**src/design/icmpm_pkg.sv**
```systemverilog
// Package for the ICMP quoted-probe matcher.
// Holds the header offsets, ICMP type codes, register indexes and the check struct.
// No dependencies.
`timescale 1ns / 1ps
`default_nettype none

package icmpm_pkg;

  localparam logic [7:0] ICMP_TIME_EXCEEDED = 8'd11;
  localparam logic [7:0] ICMP_DEST_UNREACH  = 8'd3;

  localparam int unsigned ICMP_HDR_BYTES  = 8;
  localparam int unsigned INNER_SRC_OFF   = 12;
  localparam int unsigned INNER_DST_OFF   = 16;
  localparam int unsigned FIELD_BYTES     = 4;
  localparam int unsigned MIN_QUOTE_BYTES = 28;
  localparam int unsigned PORT_TAIL_BYTES = 8;

  localparam int unsigned CFG_IDX_W = 8;
  localparam int unsigned CFG_DATA_W = 32;

  localparam logic [CFG_IDX_W-1:0] REG_PROBE_SRC_ADDR = 8'd0;
  localparam logic [CFG_IDX_W-1:0] REG_PROBE_DST_ADDR = 8'd1;
  localparam logic [CFG_IDX_W-1:0] REG_PROBE_SRC_PORT = 8'd2;
  localparam logic [CFG_IDX_W-1:0] REG_PROBE_DST_PORT = 8'd3;

  typedef struct packed {
    logic        len_ok;
    logic        kind_ok;
    logic [31:0] src_ip;
    logic [31:0] dest_ip;
    logic [31:0] ports;
  } chk_t;

endpackage

`default_nettype wire

```
**src/design/icmpm_parser.sv**
```systemverilog
// Byte parser: tracks position, header lengths and the quoted addresses and ports.
// Presents the state as it stands after the current byte, with the length checks.
// Depends on icmpm_pkg.
`timescale 1ns / 1ps
`default_nettype none

module icmpm_parser import icmpm_pkg::*; #(
  parameter int unsigned MAX_PACKET_BYTES = 4096
) (
  input  wire logic       clk_i,
  input  wire logic       rst_ni,
  input  wire logic       accept_i,
  input  wire logic [7:0] packet_byte_i,
  input  wire logic       last_byte_i,
  output chk_t            chk_o
);

  localparam int unsigned PW = $clog2(MAX_PACKET_BYTES + 1);
  localparam int unsigned CW = (PW > 9) ? PW : 9;

  logic [PW-1:0] pos_q, pos_d;
  logic [5:0]    outer_q, outer_d;
  logic          kind_q, kind_d;
  logic [5:0]    inner_q, inner_d;
  logic [31:0]   src_q, src_d;
  logic [31:0]   dst_q, dst_d;
  logic [31:0]   ports_q, ports_d;

  logic          live;
  logic [CW-1:0] p;
  logic [CW-1:0] len;
  logic [CW-1:0] inner_base;
  logic [CW-1:0] port_base;

  always_comb begin
    live       = pos_q < PW'(MAX_PACKET_BYTES);
    p          = CW'(pos_q);
    outer_d    = outer_q;
    kind_d     = kind_q;
    inner_d    = inner_q;
    src_d      = src_q;
    dst_d      = dst_q;
    ports_d    = ports_q;
    pos_d      = pos_q;

    if (live && pos_q == '0) begin
      outer_d = {packet_byte_i[3:0], 2'b00};
    end
    if (live && p == CW'(outer_d)) begin
      kind_d = (packet_byte_i == ICMP_TIME_EXCEEDED) || (packet_byte_i == ICMP_DEST_UNREACH);
    end
    inner_base = CW'(outer_d) + CW'(ICMP_HDR_BYTES);
    if (live && p == inner_base) begin
      inner_d = {packet_byte_i[3:0], 2'b00};
    end
    port_base = inner_base + CW'(inner_d);
    if (live && p >= inner_base + CW'(INNER_SRC_OFF)
        && p < inner_base + CW'(INNER_SRC_OFF + FIELD_BYTES)) begin
      src_d = {src_q[23:0], packet_byte_i};
    end
    if (live && p >= inner_base + CW'(INNER_DST_OFF)
        && p < inner_base + CW'(INNER_DST_OFF + FIELD_BYTES)) begin
      dst_d = {dst_q[23:0], packet_byte_i};
    end
    if (live && p >= port_base && p < port_base + CW'(FIELD_BYTES)) begin
      ports_d = {ports_q[23:0], packet_byte_i};
    end
    if (live) begin
      pos_d = pos_q + PW'(1);
    end

    len = CW'(pos_d);
    chk_o.len_ok   = (len >= CW'(MIN_QUOTE_BYTES))
                  && (len >= CW'(outer_d) + CW'(ICMP_HDR_BYTES))
                  && (len >= inner_base + CW'(MIN_QUOTE_BYTES))
                  && (len >= port_base + CW'(PORT_TAIL_BYTES));
    chk_o.kind_ok  = kind_d;
    chk_o.src_ip   = src_d;
    chk_o.dest_ip  = dst_d;
    chk_o.ports    = ports_d;
  end

  always_ff @(posedge clk_i or negedge rst_ni) begin
    if (!rst_ni) begin
      pos_q   <= '0;
      outer_q <= '0;
      kind_q  <= 1'b0;
      inner_q <= '0;
      src_q   <= '0;
      dst_q   <= '0;
      ports_q <= '0;
    end else if (accept_i) begin
      if (last_byte_i) begin
        pos_q   <= '0;
        outer_q <= '0;
        kind_q  <= 1'b0;
        inner_q <= '0;
        src_q   <= '0;
        dst_q   <= '0;
        ports_q <= '0;
      end else begin
        pos_q   <= pos_d;
        outer_q <= outer_d;
        kind_q  <= kind_d;
        inner_q <= inner_d;
        src_q   <= src_d;
        dst_q   <= dst_d;
        ports_q <= ports_d;
      end
    end
  end

endmodule

`default_nettype wire

```
**src/design/icmp_quoted_probe_matcher_unit.sv**
```systemverilog
// ICMP quoted-probe matcher, top level: probe registers, parser and result register.
// Result: the match flag is registered and valid in the cycle after the request carrying the last byte.
// Throughput: one byte per cycle; the input stalls only while a result waits unread.
// Reset: asynchronous, active low; clears probe registers, parse state and result valid.
// Depends on icmpm_pkg and icmpm_parser.
`timescale 1ns / 1ps
`default_nettype none

module icmp_quoted_probe_matcher_unit import icmpm_pkg::*; #(
  parameter int unsigned MAX_PACKET_BYTES = 4096
) (
  input  wire logic                  clk_i,
  input  wire logic                  rst_ni,
  input  wire logic                  cfg_valid_i,
  output      logic                  cfg_ready_o,
  input  wire logic [CFG_IDX_W-1:0]  cfg_index_i,
  input  wire logic [CFG_DATA_W-1:0] cfg_data_i,
  input  wire logic                  in_valid_i,
  output      logic                  in_ready_o,
  input  wire logic [7:0]            packet_byte_i,
  input  wire logic                  last_byte_i,
  output      logic                  out_valid_o,
  input  wire logic                  out_ready_i,
  output      logic                  matched_o
);

  logic [31:0] probe_src_ip_q;
  logic [31:0] probe_dest_ip_q;
  logic [15:0] probe_sport_q;
  logic [15:0] probe_dport_q;
  logic        out_valid_q, out_valid_d;
  logic        matched_q, matched_d;
  logic        accept;
  logic        cfg_write;
  logic        hit;
  chk_t        chk;

  assign cfg_ready_o = 1'b1;
  assign cfg_write   = cfg_valid_i & cfg_ready_o;
  assign in_ready_o  = ~out_valid_q | out_ready_i;
  assign accept      = in_valid_i & in_ready_o;
  assign out_valid_o = out_valid_q;
  assign matched_o   = matched_q;

  icmpm_parser #(
    .MAX_PACKET_BYTES(MAX_PACKET_BYTES)
  ) u_parser (
    .clk_i        (clk_i),
    .rst_ni       (rst_ni),
    .accept_i     (accept),
    .packet_byte_i(packet_byte_i),
    .last_byte_i  (last_byte_i),
    .chk_o        (chk)
  );

  always_comb begin
    hit = chk.len_ok && chk.kind_ok
       && (chk.src_ip == probe_src_ip_q)
       && (chk.dest_ip == probe_dest_ip_q)
       && (chk.ports[31:16] == probe_sport_q)
       && (chk.ports[15:0] == probe_dport_q);
    out_valid_d = out_valid_q & ~out_ready_i;
    matched_d   = matched_q;
    if (accept && last_byte_i) begin
      out_valid_d = 1'b1;
      matched_d   = hit;
    end
  end

  always_ff @(posedge clk_i or negedge rst_ni) begin
    if (!rst_ni) begin
      probe_src_ip_q  <= '0;
      probe_dest_ip_q <= '0;
      probe_sport_q   <= '0;
      probe_dport_q   <= '0;
    end else if (cfg_write) begin
      unique case (cfg_index_i)
        REG_PROBE_SRC_ADDR: probe_src_ip_q  <= cfg_data_i;
        REG_PROBE_DST_ADDR: probe_dest_ip_q <= cfg_data_i;
        REG_PROBE_SRC_PORT: probe_sport_q   <= cfg_data_i[15:0];
        REG_PROBE_DST_PORT: probe_dport_q   <= cfg_data_i[15:0];
        default: ;
      endcase
    end
  end

  always_ff @(posedge clk_i or negedge rst_ni) begin
    if (!rst_ni) begin
      out_valid_q <= 1'b0;
    end else begin
      out_valid_q <= out_valid_d;
    end
  end

  always_ff @(posedge clk_i) begin
    matched_q <= matched_d;
  end

`ifndef SYNTHESIS
  a_last_gives_result: assert property (@(posedge clk_i) disable iff (!rst_ni)
    accept && last_byte_i |=> out_valid_o)
    else $error("last byte accepted without a result");

  a_no_spurious_result: assert property (@(posedge clk_i) disable iff (!rst_ni)
    accept && !last_byte_i && !out_valid_o |=> !out_valid_o)
    else $error("result raised without a last byte");

  a_cfg_src_addr: assert property (@(posedge clk_i) disable iff (!rst_ni)
    cfg_write && cfg_index_i == REG_PROBE_SRC_ADDR |=> probe_src_ip_q == $past(cfg_data_i))
    else $error("probe source address not written");
`endif

endmodule

`default_nettype wire
```
**config.mk**
```make
export PLATFORM = sky130hd
export DESIGN_NAME = icmp_quoted_probe_matcher_unit
export DESIGN_NICKNAME = d
export VERILOG_FILES = /design/src/design/icmpm_pkg.sv /design/src/design/icmpm_parser.sv /design/src/design/icmp_quoted_probe_matcher_unit.sv
export SDC_FILE = /design/constraint.sdc
export NUM_CORES = 1
export LEC_CHECK = 0
export CORE_MARGIN = 4
export CORE_UTILIZATION = 47
export CTS_BUF_LIST = sky130_fd_sc_hd__clkbuf_2 sky130_fd_sc_hd__clkbuf_4 sky130_fd_sc_hd__clkbuf_8
export DETAILED_ROUTE_END_ITERATION = 7
export DONT_BUFFER_PORTS = 1
export GPL_TIMING_DRIVEN = 0
export MAX_ROUTING_LAYER = met4
export RECOVER_POWER = 25
export SLEW_MARGIN = 30
export SYNTH_ARGS = -nofsm -noshare
export SYNTH_HDL_FRONTEND = slang
export SYNTH_SLANG_ARGS = --single-unit
```
**constraint.sdc**
```tcl
create_clock -name clk_i -period 24.6 [get_ports clk_i]
set_input_delay 1.23 -clock clk_i [delete_from_list [all_inputs] [get_ports clk_i]]
set_output_delay 1.23 -clock clk_i [all_outputs]
set_load 0.01 [all_outputs]
```
# == Yosys cells after proc, flatten, opt, wreduce, memory -nomap -nowiden ==
# Cells that the tools add are included.
# totals
regBits,220
in_bits,54
output_inout_bits,4
elab_cells,89
# classes
add_sub_neg,9
n_lt_le_gt_ge,11
n_eq_ne,11
mux,15
bitwise_logic,5
n_reduce_logical,25
# ops
operator,count
two-way mux 32 bit,6
greater-or-equal comparator 13 bit,6
== test 32 bit,2
"adder 13 x 5 -> 13 bit, second input constant",3
< comparator 13 bit,3
== test 16 bit,2
"adder 13 x 4 -> 13 bit, second input constant",2
two-way mux 13 bit,2
"== test 8 x 2 -> 1 bit, second input constant",3
two-way mux 6 bit,4
logical AND 1 bit,18
"adder 13 x 1 -> 13 bit, second input constant",1
"adder 13 x 3 -> 13 bit, second input constant",1
adder 13 x 6 -> 13 bit,1
== test 13 bit,1
== test 13 x 6 -> 1 bit,1
"greater-or-equal comparator 13 x 5 -> 1 bit, second input constant",1
zero test 13 bit,1
"< comparator 13 bit, second input constant",1
"== test 8 x 1 -> 1 bit, second input constant",1
"== test 8 x 4 -> 1 bit, second input constant",1
zero test 8 bit,1
AND reduction 2 bit,4
"adder 6 x 4 -> 7 bit, second input constant",1
other kinds (5),9

# == Logic depth before layout (Yosys ltp) ==
# Gate-level depths: netlist of run 1.
# depth
ltp_word,16
mapped_depth,32
mapped_depth_nobuf,32

# == Cells and area by module ==
# A second synthesis of run 1 with hierarchy kept.
# hier_totals
cells_unflattened,1200
area_unflattened_um2,13400.4
# modules_own_cells
mod,instances,cells_each,area_each_um2,seq_area_each_um2
icmpm_parser,1,818,8536.9,3052.9
icmp_quoted_probe_matcher_unit,1,382,4863.4,2457.4

# == Least setup slack after synthesis of run 1 ==
# No wires, ideal clock.
# synth_timing
path_kind,input -> register
start,input port packet_byte_i[1]
end,register matched_q (netlist: matched_o) (data pin)
setup_ps,150
arrival_time_ps,7962
t_required_ps,24450
slack_ps,16488
cell_stages,27
path_buffers,1
path_cell_list,clkbuf_1 -> mux2i_1 -> inv_1 -> ha_1 -> ha_1 -> or4b_2 -> nor4_1 -> and2b_1 -> ha_1 -> fa_1 -> a211oi_1 -> o21bai_1 -> a21oi_1 -> xor2_1 -> nor2_1 -> a31oi_1 -> ha_1 -> nor2b_1 -> o21ai_0 -> nand2_1 -> a21oi_1 -> o22ai_1 -> nor4_1 -> and4b_1 -> o2111ai_1 -> a211o_1 -> nor3_2
# synth_between
elab_chain_cells,14
word_cells_on_any_way,48
cone_classes,8 x add/sub; 9 x order compare; 8 x eq/ne; 6 x mux; 17 x reduce/logical
# synth_rtl
item,line_no,rtl
start: declaration,icmp_quoted_probe_matcher_unit.sv:20,"input wire logic [7:0] packet_byte_i,"
"parallel branches: the longest is 13 deep, another holds adder 13 x 6 -> 13 bit",-,
logical AND 1 bit *,icmp_quoted_probe_matcher_unit.sv:61,&& (chk.ports[15:0] == probe_dport_q);
net hit,icmp_quoted_probe_matcher_unit.sv:35,logic hit;
end signal: assignment,icmp_quoted_probe_matcher_unit.sv:96,matched_q <= matched_d;
end: declaration,icmp_quoted_probe_matcher_unit.sv:32,"logic matched_q, matched_d;"
# Mark *: on every way through the listed nets, which the timed path passes.
# A chain may end at the register's enable or synchronous reset.

# == Worst setup path in the final report of run 1 ==
# layout_timing
start,register u_parser.pos_q[6] (netlist: u_parser.p[6])
end,register matched_q (netlist: matched_o) (data pin)
# layout_between
elab_chain_cells,16
word_cells_on_any_way,51
cone_classes,9 x add/sub; 11 x order compare; 6 x eq/ne; 7 x mux; 18 x reduce/logical
# layout_rtl
item,line_no,rtl
start: declaration,icmpm_parser.sv:21,"logic [PW-1:0] pos_q, pos_d;"
start signal: assignment,icmpm_parser.sv:102,pos_q <= pos_d;
"parallel branches: the longest is 15 deep, another holds < comparator 13 bit",-,
logical AND 1 bit *,icmp_quoted_probe_matcher_unit.sv:61,
net hit,icmp_quoted_probe_matcher_unit.sv:35,
# Marked as above.

==> impl_summary.md, run 1 <==
Status
The flow ran to the end, and the final reports show no timing, DRC or antenna violations.

Layout
The most common cell after layout, fill and taps aside is sky130_fd_sc_hd__dfrtp_1. The total inserted antenna cells is 0. The library cells used most frequently in the layout, excluding fill and tap cells, are sky130_fd_sc_hd__dfrtp_1, sky130_fd_sc_hd__o21ai_0, sky130_fd_sc_hd__nand2_1.

Relative to the synthesized area, the layout overhead comes to 9.92%. Summing all multi-input logic gate instances after layout gives 7890 um^2. The fill cell instance count of the final layout is 2763. At the end of the flow the core is filled with cells to 0.523. The storage element area is 5510 um^2. The share of cells above drive strength 1 is 0.132. The final-stage net count is 1632.

Logic synthesis
A synthesized cell averages 9.63 um^2. The post-synthesis async set-or-reset flop share is 0.995. The share of synthesized area in the top cell type comes to 0.390.

Counting flops and latches in the post-synthesis netlist gives 220. Counting every instance in the synthesized netlist gives 1461. The synthesis warning total is 0. The library cell occupying the most area in the post-synthesis netlist is sky130_fd_sc_hd__dfrtp_1. Among all flip-flop cells after synthesis, the most frequent one is sky130_fd_sc_hd__dfrtp_1. By area the synthesized netlist is led by sky130_fd_sc_hd__dfrtp_1, sky130_fd_sc_hd__mux2_2, sky130_fd_sc_hd__ha_1. The sequential share of the synthesized area is 0.392. Yosys mapped a number of flops with a built-in enable equal to 1. The synthesized netlist occupies a cell area of 14100 um^2. The post-synthesis cell type count is 80.

Global routing
The layer flagged by global routing as most heavily used is met2. In the global route stage, met2 resource usage came out at 0.483. The first global-routing pass estimated 76.3 mm of wire.

The number of antenna violations at the first check in global routing is 0. The fraction of met1 tracks used by global routing is 0.411. For this run, global-route usage on met3 was measured as 0.0580. The pin count of the biggest net entering global routing is 220. The number of global-route vias before repair is 12100. The global-route usage over all layers is 0.309. The total congestion overflow after global routing is 0.

Setup path
The worst setup path is launched from a flip-flop. The setup slack on the worst flop-to-flop path is 14.31 ns. The launching point of the worst reg2reg path is u_parser.p[6]$_DFFE_PN0P_. The worst-path maximum fanout is 10. The most prevalent standard cell on the critical path is sky130_fd_sc_hd__ha_1. The largest individual stage delay along the critical path comes from the cell sky130_fd_sc_hd__mux2i_1. Measured in cells, the most critical reg-to-reg path has a length of 29. The worst register-to-register path ends at matched_o$_DFFE_PP_.

At the worst endpoint, the required time is 24.96 ns. The arrival time at the worst endpoint is 10.65 ns. The kind of end point of the critical path is a flip-flop. On the worst path, the slowest cell contributes a delay of 0.82 ns. The critical path class is reg -> reg.

Pwr
The maximum resistive drop on vdd is 0.0557 mV. Power spread over the standard cell area amounts to 103 nW/um^2. The leakage dissipation is 6.95 nW. Total power for the finished layout comes to 1.60 mW.

Clocking
The depth of the CTS H-tree is 2. In this run, post-CTS repair resized a total of 0 instances. In this run, post-CTS hold repair placed 0 buffers. TritonCTS built the clock tree. CTS saw 220 sinks. Clock-pin slew was measured on the worst setup and hold paths at 0.07 ns.

The buffer levels on the longest clock path is 3. The later-pin clock latency in the skew report is 0.56 ns. Post-CTS timing repair inserted 0 buffers for setup. The cell at the root of the clock tree is sky130_fd_sc_hd__clkbuf_8. Buffers inserted during clock tree synthesis total 40.

Routing
Across all layers, the routed design uses 12300 vias. The first-pass detailed-route iteration total is 5. For this run, design rule violations remaining after detail routing come to 0. The routed wire length is 50.2 mm. The detailed router finished its first iteration with 1316 violations. In this run the remaining antenna-violating nets after routing total 0. The detail-routed via count per cell is 6.38. Dividing the detail-routed wire length by the instance count gives 26.1 um.

Floorplan
58 I/O pins were placed. The die covers 32800 um^2. The floorplan die width is 181 um. The count of standard-cell rows is 63.

The floorplan die height is 181 um. The initial core utilization is 0.476. The core region area is 29600 um^2.

Timing
The worst-margin pin slew is 1.06 ns. Setup repair after global routing left no endpoint under its margin. The number of hold-slack violations in the final timing report is 0.

The max-slew violation total from the final report came to 0. The final worst clock skew is 0.0355 ns. For the finished layout, the period the worst path requires is 10.29 ns. The post-route clock period utilization is 0.418. The setup TNS after final layout is 0 ns. Setup violations remaining at the end of the flow were counted as 0. The maximum achievable frequency is 97.2 MHz. The relative max-transition margin is 0.295.

Run
The number of maximum-capacitance violations is 0.

Placed design
Input and output buffers added on the ports amount to 0. Detailed placement ended at an HPWL of 37.4 mm. The placer congestion estimate is 0.978.

Min path
The min-delay analysis places its worst path in the category in -> async.
[kinds of logic (layout without fill, tap and decap cells)]
group                      count (synthesis)  after routing  synth area share
buffers and inverters                    180            251            0.0496
DFF                                      220            220             0.392
other                                      1              3          0.000267
xor gates and xnor gates                 116            116            0.0722
and+or+nand+nor                          314            314             0.115
adders and majority gates                 74             74            0.0662
AOI/OAI and AO/OA                        430            430             0.206
muxes                                    126            126            0.0996
[Yosys cell counts, drive strengths merged (19+ instances only)]
master,count
a21oi,33
a22oi,99
clkbuf,63
dfrtp,219
ha,72
inv,102
mux2,98
mux2i,28
nand2,112
nand3,19
nand4,24
nor2,37
nor3,23
nor4,19
o21ai,115
o22ai,62
xnor2,67
xor2,49
[flip-flops by register name, summed over array words and instances (netlist names)]
signal,flops
probe_dest_ip_q,32
probe_src_ip_q,32
u_parser.dst_q,32
u_parser.ports_q,32
u_parser.src_q,32
probe_dport_q,16
probe_sport_q,16
u_parser.p,13
u_parser.inner_q,6
u_parser.outer_q,6
matched_o,1
out_valid_o,1
u_parser.kind_q,1
[critical path: cells and delay by family (launching register included)]
kind	cells	cell delay [ns]
DFF	1	0.48
xor gates and xnor gates	1	0.52
muxes	1	0.82
adders and majority gates	5	1.86
and+or+nand+nor	10	3.14
AOI/OAI and AO/OA	8	2.12
buffers and inverters	4	1.14
[report_power, final]
group	internal, mW	switching [mW]	leakage, nW	total, mW
Clock	0.215	0.167	0.463	0.382
Combinational	0.274	0.376	3.56	0.649
Sequential	0.436	0.128	2.92	0.564
[metrics by stage]
step	area (um^2)	setup slack [ns]	cells	hold slack, ns
final	15500	14.31	1924	0.381
after global routing	15500	13.79	1924	0.354
after CTS	15400	14.60	1924	0.344
after detailed placement	14600	14.59	1853	0.466
after global placement	14600	13.57	1853	0.456
after floorplan	14100	16.49	1463	0.444
[metal layers]
| layer | share of wire | vias up |
|---|---|---|
| met5 | 0 | - |
| li1 | - | 5510 |
| met3 | 0.075 | 120 |
| met2 | 0.46 | 528 |
| met1 | 0.43 | 6122 |
| met4 | 0.037 | 0 |
[worst max path at each step]
| stage | from | end | slack, ns | cells after the start |
|---|---|---|---|---|
| global placement | packet_byte_i[1] | matched_o$_DFFE_PP_ | 13.57 | 27 |
| finish | u_parser.p[6]$_DFFE_PN0P_ | matched_o$_DFFE_PP_ | 14.31 | 29 |
| floorplan | packet_byte_i[1] | matched_o$_DFFE_PP_ | 16.49 | 27 |
| detailed placement | packet_byte_i[1] | matched_o$_DFFE_PP_ | 14.59 | 27 |
| global route | u_parser.p[0]$_DFFE_PN0P_ | matched_o$_DFFE_PP_ | 13.79 | 30 |
| CTS | u_parser.p[4]$_DFFE_PN0P_ | matched_o$_DFFE_PP_ | 14.60 | 29 |
[layout make-up]
| type | count | area share |
|---|---|---|
| multi-input cells | 1063 | 0.511 |
| flip-flops and latches | 220 | 0.356 |
| clock buffers | 57 | 0.0475 |
| well taps | 390 | 0.0316 |
| inverters | 102 | 0.0248 |
| plain buffers | 78 | 0.0206 |
| clock inverters | 14 | 0.00858 |
No activity file was read; power rests on OpenSTA's default activity.
==> inputs of run 2 (changes only) <==
- ABC_AREA: not set -> 1
- clock period: 24.6 -> 9.7 ns (I/O delays scaled with it)
==> run 2 against run 1 <==
Effect of this change:
- the run now ends with max-capacitance violations, max-slew violations left
- clock skew fell by 0.0033 ns
- clock power rose by 150%
- first-iteration DRC count fell by 0.68%
- die area rose by 1.0%
- synthesized cell count rose by 37%
- setup slack got worse by 13 ns
- count of clock-buffer cells in the layout rose by 8
- via count rose by 13%
- sequential share of layout area fell by 0.35 points
- wire length fell by 1.1%
- worst hold slack got worse by 0.28 ns
- critical endpoint unchanged
==> impl_summary.md, run 2 <==
Routing
The routed wire length is 49.6 mm (-1.1%). The first-pass detailed-route iteration total is 8 (+3). The via count is 13900 (+13%).

The detail-routed via count per cell came to 5.61 (-12%). The final routed wire length divided by cell count is 20.1 um (-23%). The detailed router's first-iteration violation count is 1307 (-0.68%). The number of nets with antenna violations after detailed routing is 0 (unchanged). The total DRC errors in the routed layout is 0 (unchanged).

Status
The flow ran to the end, but the final reports show violations. The final reports fail on max-capacitance violations, max-slew violations.

Pwr
The share of power burned in the clock network is 0.184 (-0.056). The leakage dissipation is 8.11 nW (+17%). The maximum resistive drop on vdd was 0.142 mV (+150%). The share of total power in combinational logic is 0.587 (+0.180). The internal portion of total power is 2.60 mW (+180%). The sequential power share was 0.229 (-0.124). The total power is 5.11 mW (+220%).

The power density over the cells came to 327 nW/um^2 (+220%). The power dissipated by switching net loads is 2.51 mW (+270%). The net switching fraction of the power is 0.491 (+0.0702).

Placed design
The placer congestion estimate is 0.942 (-3.7%). The count of buffers inserted at the top-level ports is 0 (unchanged). The final HPWL from detailed placement is 36.4 mm (-2.5%).

Layout
The area growth from synthesis to layout was 9.85% (about the same). The final-stage net count is 2175 (+33%). The fill cell instance count of the final layout is 2969 (+7.5%). In the layout the commonest cells are sky130_fd_sc_hd__nand2_1, sky130_fd_sc_hd__inv_1, sky130_fd_sc_hd__dfrtp_1.

Leaving out fill and tap cells, the most frequent cell in the layout is sky130_fd_sc_hd__nand2_1. The share of cells above drive strength 1 is 0.0630 (-0.0686).

Floorplan
The count of standard-cell rows is 63 (unchanged). The floorplan die width is 182 um (+0.51%). The full die area came to 33100 um^2 (+1.0%). The initial core utilization was 0.478 (+0.00249). The core region area is 29700 um^2 (+0.53%). The floorplan die height is 182 um (+0.51%).

The total I/O pin count is 58 (unchanged).

Setup path
The critical path class is reg -> reg. The kind of end point of the critical path is a flip-flop. The maximum single-stage delay on the critical path is 0.70 ns (-0.12 ns). The launching element type of the critical path is a flip-flop. The worst-path maximum fanout is 10 (unchanged). The cell with the biggest individual delay on the critical path is sky130_fd_sc_hd__a211oi_2. The count of buffer and inverter cells on the critical path is 8 (+4). The data required time at the worst endpoint was 10.09 ns (-14.87 ns). The arrival time at the worst endpoint is 9.06 ns (-1.59 ns). The kind of cell with the highest combined delay on the critical path is simple AND/OR/NAND/NOR gates.

Timing
The final worst clock skew came to 0.0322 ns (-0.00332 ns). The time the final worst path needs with I/O delays and setup is 8.67 ns (-1.62 ns). The post-route clock period utilization is 0.894 (+0.476). Setup repair after global routing left no endpoint under its margin. The number of hold-slack violations in the final timing report is 0 (unchanged).

The worst-margin pin slew is 6.32 ns (+5.26 ns). The relative max-transition margin is -3.21 (-3.51). The maximum achievable frequency was 115 MHz (+19%). The setup TNS after final layout came to 0 ns (unchanged).

The final-report setup violation count is 0 (unchanged). The max-slew violation total from the final report is 112 (+112).

Logic synthesis
The post-synthesis async set-or-reset flop share is 0.995 (unchanged). The most numerous cell in the Yosys netlist is sky130_fd_sc_hd__nand2_1. The number of enable flip-flop cells after synthesis is 1 (unchanged). The most used flip-flop cell after synthesis is sky130_fd_sc_hd__dfrtp_1.

The post-synthesis register bit count is 220 (unchanged). The number of standard cells after synthesis is 2000 (+37%). Counting instances in the post-synthesis netlist gives the leading cell types as sky130_fd_sc_hd__nand2_1, sky130_fd_sc_hd__inv_1, sky130_fd_sc_hd__dfrtp_1. Of all cell types, the one taking the most synthesized area is sky130_fd_sc_hd__dfrtp_1. The share of the synthesized area in the top cell type is 0.386 (-0.00408).

The synthesis warning total is 0 (unchanged). Ranked by total cell area, the synthesized netlist is headed by sky130_fd_sc_hd__dfrtp_1, sky130_fd_sc_hd__nand2_1, sky130_fd_sc_hd__inv_1. The sequential share of the synthesized area is 0.388 (-0.00411). The post-synthesis cell type count is 44 (-45%). The average size of a mapped cell came to 7.11 um^2 (-26%). The cell area after synthesis is 14200 um^2 (+1.1%).

Global routing
The first-pass GRT wire length is 76.8 mm (+0.57%). The total congestion overflow after global routing is 0 (unchanged). The global-route usage over all layers is 0.306 (-0.00298). The number of antenna violations at the first check in global routing came to 2 (+2). The number of global-route vias before repair is 13200 (+8.8%). The pin count of the biggest net entering global routing is 220 (unchanged).

Clocking
The total CTS buffers is 41 (+2.5%). The post-CTS clock slew at the launch and capture registers of the worst setup and hold paths is 0.07 ns (about the same). The cell at the root of the clock tree is sky130_fd_sc_hd__clkbuf_8. The depth of the CTS H-tree is 2 (unchanged). The CTS tree is done.

The count of instances resized after the clock tree is built was 0 (unchanged). The buffer levels on the longest clock path was 3 (unchanged). The later-pin clock latency in the skew report is 0.57 ns (about the same). The number of clock sinks is 220 (unchanged).

Min path
The path class of the lowest-slack min-delay path is in -> reg.

Run
The number of maximum-capacitance violations was 1 (+1).
==> run 2: worst reg2reg max path, delay by kind of cell (launching register included) <==
| kind | cells | cell delay [ns] |
|---|---|---|
| AO/OA/AOI/OAI | 5 | 1.87 |
| XOR/XNOR | 1 | 0.16 |
| adder cells (fa/ha/maj) | 5 | 1.58 |
| buffers and inverters | 8 | 1.52 |
| flip-flops | 1 | 0.41 |
| AND/OR/NAND/NOR | 22 | 3.00 |
==> run 2: final cells by class <==
type / instances / area, um^2 / share of cell area
multi-input cells: 1432 / 7330 / 0.470
flip-flops and latches: 220 / 5510 / 0.353
inverters: 267 / 1000 / 0.0642
clock buffers: 65 / 788 / 0.0505
well taps: 390 / 488 / 0.0313
plain buffers: 83 / 383 / 0.0245
clock inverters: 8 / 61.3 / 0.00393
repair buffers: 3 / 41.3 / 0.00264
diodes: 2 / 5.00 / 0.000321
==> run 2: worst paths after layout <==
kind	from	end	slack, ns	depth (start not counted)
min in group asynchronous	rst_ni	u_parser.p[5]$_DFFE_PN0P_	2.94	2
min	cfg_data_i[29]	probe_src_ip_q[29]$_DFFE_PN0P_	0.1	2
max in group asynchronous	rst_ni	u_parser.dst_q[20]$_DFFE_PN0P_	3.26	2
max reg2reg	u_parser.p[0]$_DFFE_PN0P_	matched_o$_DFFE_PP_	1.03	41
min reg2reg	u_parser.kind_q$_DFFE_PN0P_	u_parser.kind_q$_DFFE_PN0P_	0.49	2
max	u_parser.p[0]$_DFFE_PN0P_	matched_o$_DFFE_PP_	1.03	41
==> run 2: stage by stage <==
step	setup slack, ns	instance area (um^2)	std cells	hold slack (ns)	util
floorplan	3.27	14200	2002	0.189	-
global placement	0.413	14700	2392	0.201	0.495
detailed placement	1.15	14700	2392	0.207	0.495
CTS	1.13	15600	2466	0.0724	0.525
global route	0.544	15600	2470	0.104	0.525
finish	1.03	15600	2470	0.0975	0.525
==> run 2: power groups by stage <==
stage / logic (mW) / registers, mW / clock network (mW)
global placement: 2.88 / 1.18 / 0
detailed placement: 2.93 / 1.18 / 0
global route: 3.41 / 1.19 / 0.995
finish: 3.00 / 1.17 / 0.939
CTS: 2.97 / 1.17 / 0.955
floorplan: 2.20 / 1.16 / 0
==> run 2: cell families (layout without fill, tap and decap cells) <==
kind of cell / count (synthesis) / in the layout / synth area share
AND/OR/NAND/NOR: 1035 / 1035 / 0.316
adder cells (fa/ha/maj): 73 / 73 / 0.0648
buffers and inverters: 350 / 426 / 0.0975
other: 1 / 5 / 0.000264
AO/OA/AOI/OAI: 294 / 294 / 0.117
XOR/XNOR: 27 / 27 / 0.0166
flip-flops: 220 / 220 / 0.388
==> run 2: per-layer routing <==
metal / vias to the layer above / routed length (um) / share of wire / GRT usage
met3: 105 / 3420 / 0.069 / 0.0497
li1: 6626 / - / - / -
met4: 0 / 1910 / 0.039 / 0.0994
met2: 530 / 22400 / 0.45 / 0.475
met1: 6600 / 21900 / 0.44 / 0.413
met5: - / 0 / 0 / -
==> run 2: repair_timing <==
| item | 4_1_cts | 5_1_grt |
|---|---|---|
| hold endpoints to repair | 219 | 110 |
| hold buffers | 1 | 1 |
| setup buffers | 0 | 0 |
==> inputs of run 3 (changes only) <==
- RECOVER_POWER: 25 -> not set
==> run 3 against run 2 <==
Effect of this change:
- the run now ends clean
- die area unchanged
- non-clock buffer count unchanged
- setup slack improved by 0.0072 ns
- power about the same
- wire length about the same
- sequential share of layout area decreased by 0.054 points
- worst hold slack improved by 0.0029 ns
- cell count unchanged
- global-route usage unchanged
- sequential power about the same
- flip-flop and latch count unchanged
==> impl_summary.md, run 3 (synthesized netlist as in run 2, its figures left out) <==
Status
The flow ran to the end, and the final reports show no timing, DRC or antenna violations.

Timing
The slack of the critical path is 1.03 ns (+0.00718 ns). The worst-margin pin slew came to 0.863 ns (-5.45 ns). The max-slew violation total from the final report came to 0 (-100%). The final worst clock skew came to 0.0317 ns (-0.000548 ns).

The post-route clock period utilization is 0.893 (about the same). The number of hold-slack violations in the final timing report is 0 (unchanged). The worst hold slack across all endpoints is 0.100 ns (+0.00294 ns). The maximum achievable frequency is 115 MHz (about the same). The setup TNS after final layout was 0 ns (unchanged). Setup repair after global routing left no endpoint under its margin. The relative max-transition margin is 0.421 (+3.63). The final-report setup violation count is 0 (unchanged). The time the final worst path needs with I/O delays and setup came to 8.67 ns (-0.00718 ns).

Clocking
The post-CTS clock slew at the launch and capture registers of the worst setup and hold paths is 0.07 ns (about the same). Clock tree synthesis selected as its root buffer the cell sky130_fd_sc_hd__clkbuf_8. The count of hold buffers inserted by post-cts repair came to 1 (unchanged). TritonCTS built the clock tree.

The number of clock sinks is 220 (unchanged). The number of buffers inserted to repair setup after CTS is 0 (unchanged). The later-pin clock latency in the skew report is 0.57 ns (about the same). The total CTS buffers came to 41 (unchanged). The buffer levels on the longest clock path is 3 (unchanged). The count of instances resized after the clock tree is built is 0 (unchanged). The depth of the CTS H-tree is 2 (unchanged).

Placed design
The placement-stage worst setup slack came to 1.15 ns (unchanged). The final HPWL from detailed placement came to 36.4 mm (unchanged). The placer congestion estimate is 0.942 (unchanged). The placement-stage cell area is 14700 um^2 (unchanged). The count of buffers inserted at the top-level ports is 0 (unchanged).

Layout
The share of cells above drive strength 1 is 0.0635 (+0.000481). The final-stage net count is 2175 (unchanged). The area growth from synthesis to layout is 10.0%.

The most common cell after layout, fill and taps aside is sky130_fd_sc_hd__nand2_1. In the layout the commonest cells are sky130_fd_sc_hd__nand2_1, sky130_fd_sc_hd__inv_1, sky130_fd_sc_hd__dfrtp_1. The end-of-flow core utilization is 0.526 (+0.000800).

The fill cell instance count of the final layout is 2968 (-0.034%). The post-layout instance area is 15600 um^2 (+0.15%).

Floorplan
The full die area is 33100 um^2 (unchanged). The initial core utilization was 0.478 (unchanged). The floorplan die width came to 182 um (unchanged). The core region area is 29700 um^2 (unchanged). The count of standard-cell rows is 63 (unchanged). The total I/O pin count is 58 (unchanged). The floorplan die height was 182 um (unchanged).

Pwr
The maximum resistive drop on vdd is 0.142 mV (+0.25%). The power density over the cells is 327 nW/um^2 (-0.25%). The leakage dissipation is 8.12 nW (+0.14%).

Global routing
The pin count of the biggest net entering global routing was 220 (unchanged). The total congestion overflow after global routing is 0 (unchanged). The global-route usage over all layers is 0.306 (unchanged).

The first-pass GRT wire length was 76.8 mm (unchanged). The number of antenna violations at the first check in global routing is 2 (unchanged). The number of global-route vias before repair is 13200 (unchanged).

Run
The number of maximum-capacitance violations is 0 (-1).

Routing
The routed wire length came to 49.6 mm (about the same). The via count is 13800 (-0.35%). The detail-routed via count per cell is 5.59 (-0.35%).

The number of nets with antenna violations after detailed routing is 0 (unchanged). The final routed wire length divided by cell count was 20.1 um (about the same). The first-pass detailed-route iteration total came to 5 (-3). The total DRC errors in the routed layout is 0 (unchanged). The detailed router's first-iteration violation count came to 1371 (+4.9%).

Setup path
The critical path class is reg -> reg. The worst-path maximum fanout is 10 (unchanged). The data required time at the worst endpoint is 10.09 ns (about the same). For this design, the slowest cell found on the critical path is sky130_fd_sc_hd__a211oi_2. The count of buffer and inverter cells on the critical path is 8 (unchanged).

The maximum single-stage delay on the critical path is 0.71 ns (about the same). The kind of end point of the critical path is a flip-flop. The launching element type of the critical path is a flip-flop. Among cell families on the critical path, the largest total delay comes from simple AND/OR/NAND/NOR gates. The arrival time at the worst endpoint is 9.05 ns (about the same).

Min path
The min-delay analysis places its worst path in the category in -> reg.
-- run 3: final timing paths --
kind | from | end | slack [ns] | cells after the start
max in group asynchronous | rst_ni | probe_dest_ip_q[0]$_DFFE_PN0P_ | 8.12 | 3
setup reg to reg | u_parser.p[0]$_DFFE_PN0P_ | matched_o$_DFFE_PP_ | 1.03 | 41
hold / removal | cfg_data_i[29] | probe_src_ip_q[29]$_DFFE_PN0P_ | 0.10 | 2
hold reg to reg | probe_dest_ip_q[9]$_DFFE_PN0P_ | probe_dest_ip_q[9]$_DFFE_PN0P_ | 0.48 | 2
setup / recovery | u_parser.p[0]$_DFFE_PN0P_ | matched_o$_DFFE_PP_ | 1.03 | 41
min in group asynchronous | rst_ni | u_parser.p[1]$_DFFE_PN0P_ | 0.61 | 2
-- run 3: per-stage QoR --
stage,total power [mW],cells
6_report,5.11,2470
5_1_grt,5.60,2470
4_1_cts,5.09,2466
3_5_place_dp,4.11,2392
3_3_place_gp,4.06,2392
2_1_floorplan,3.36,2002
-- run 3: cell type report --
cell class	instances	area, um^2	area share
multi-input combinational	1432	7330	0.469
sequential	220	5510	0.352
inverter	267	1000	0.0641
clock buffer	65	788	0.0504
tap	390	488	0.0312
buffer	83	383	0.0245
timing repair buffer	3	65.1	0.00416
clock inverter	8	61.3	0.00392
antenna	2	5.00	0.000320
-- run 3: power breakdown --
group | switching [mW] | total (mW) | internal (mW)
Sequential | 0.0816 | 1.17 | 1.09
Clock | 0.416 | 0.936 | 0.521
Combinational | 2.00 | 3.00 | 0.995
-- run 3: per-layer routing --
layer  wire [um]  GRT usage  vias up
met2       22400      0.475      534
met5           0          -        -
met1       21800      0.413     6546
met4        1940     0.0994        0
met3        3540     0.0497      106
li1            -          -     6627
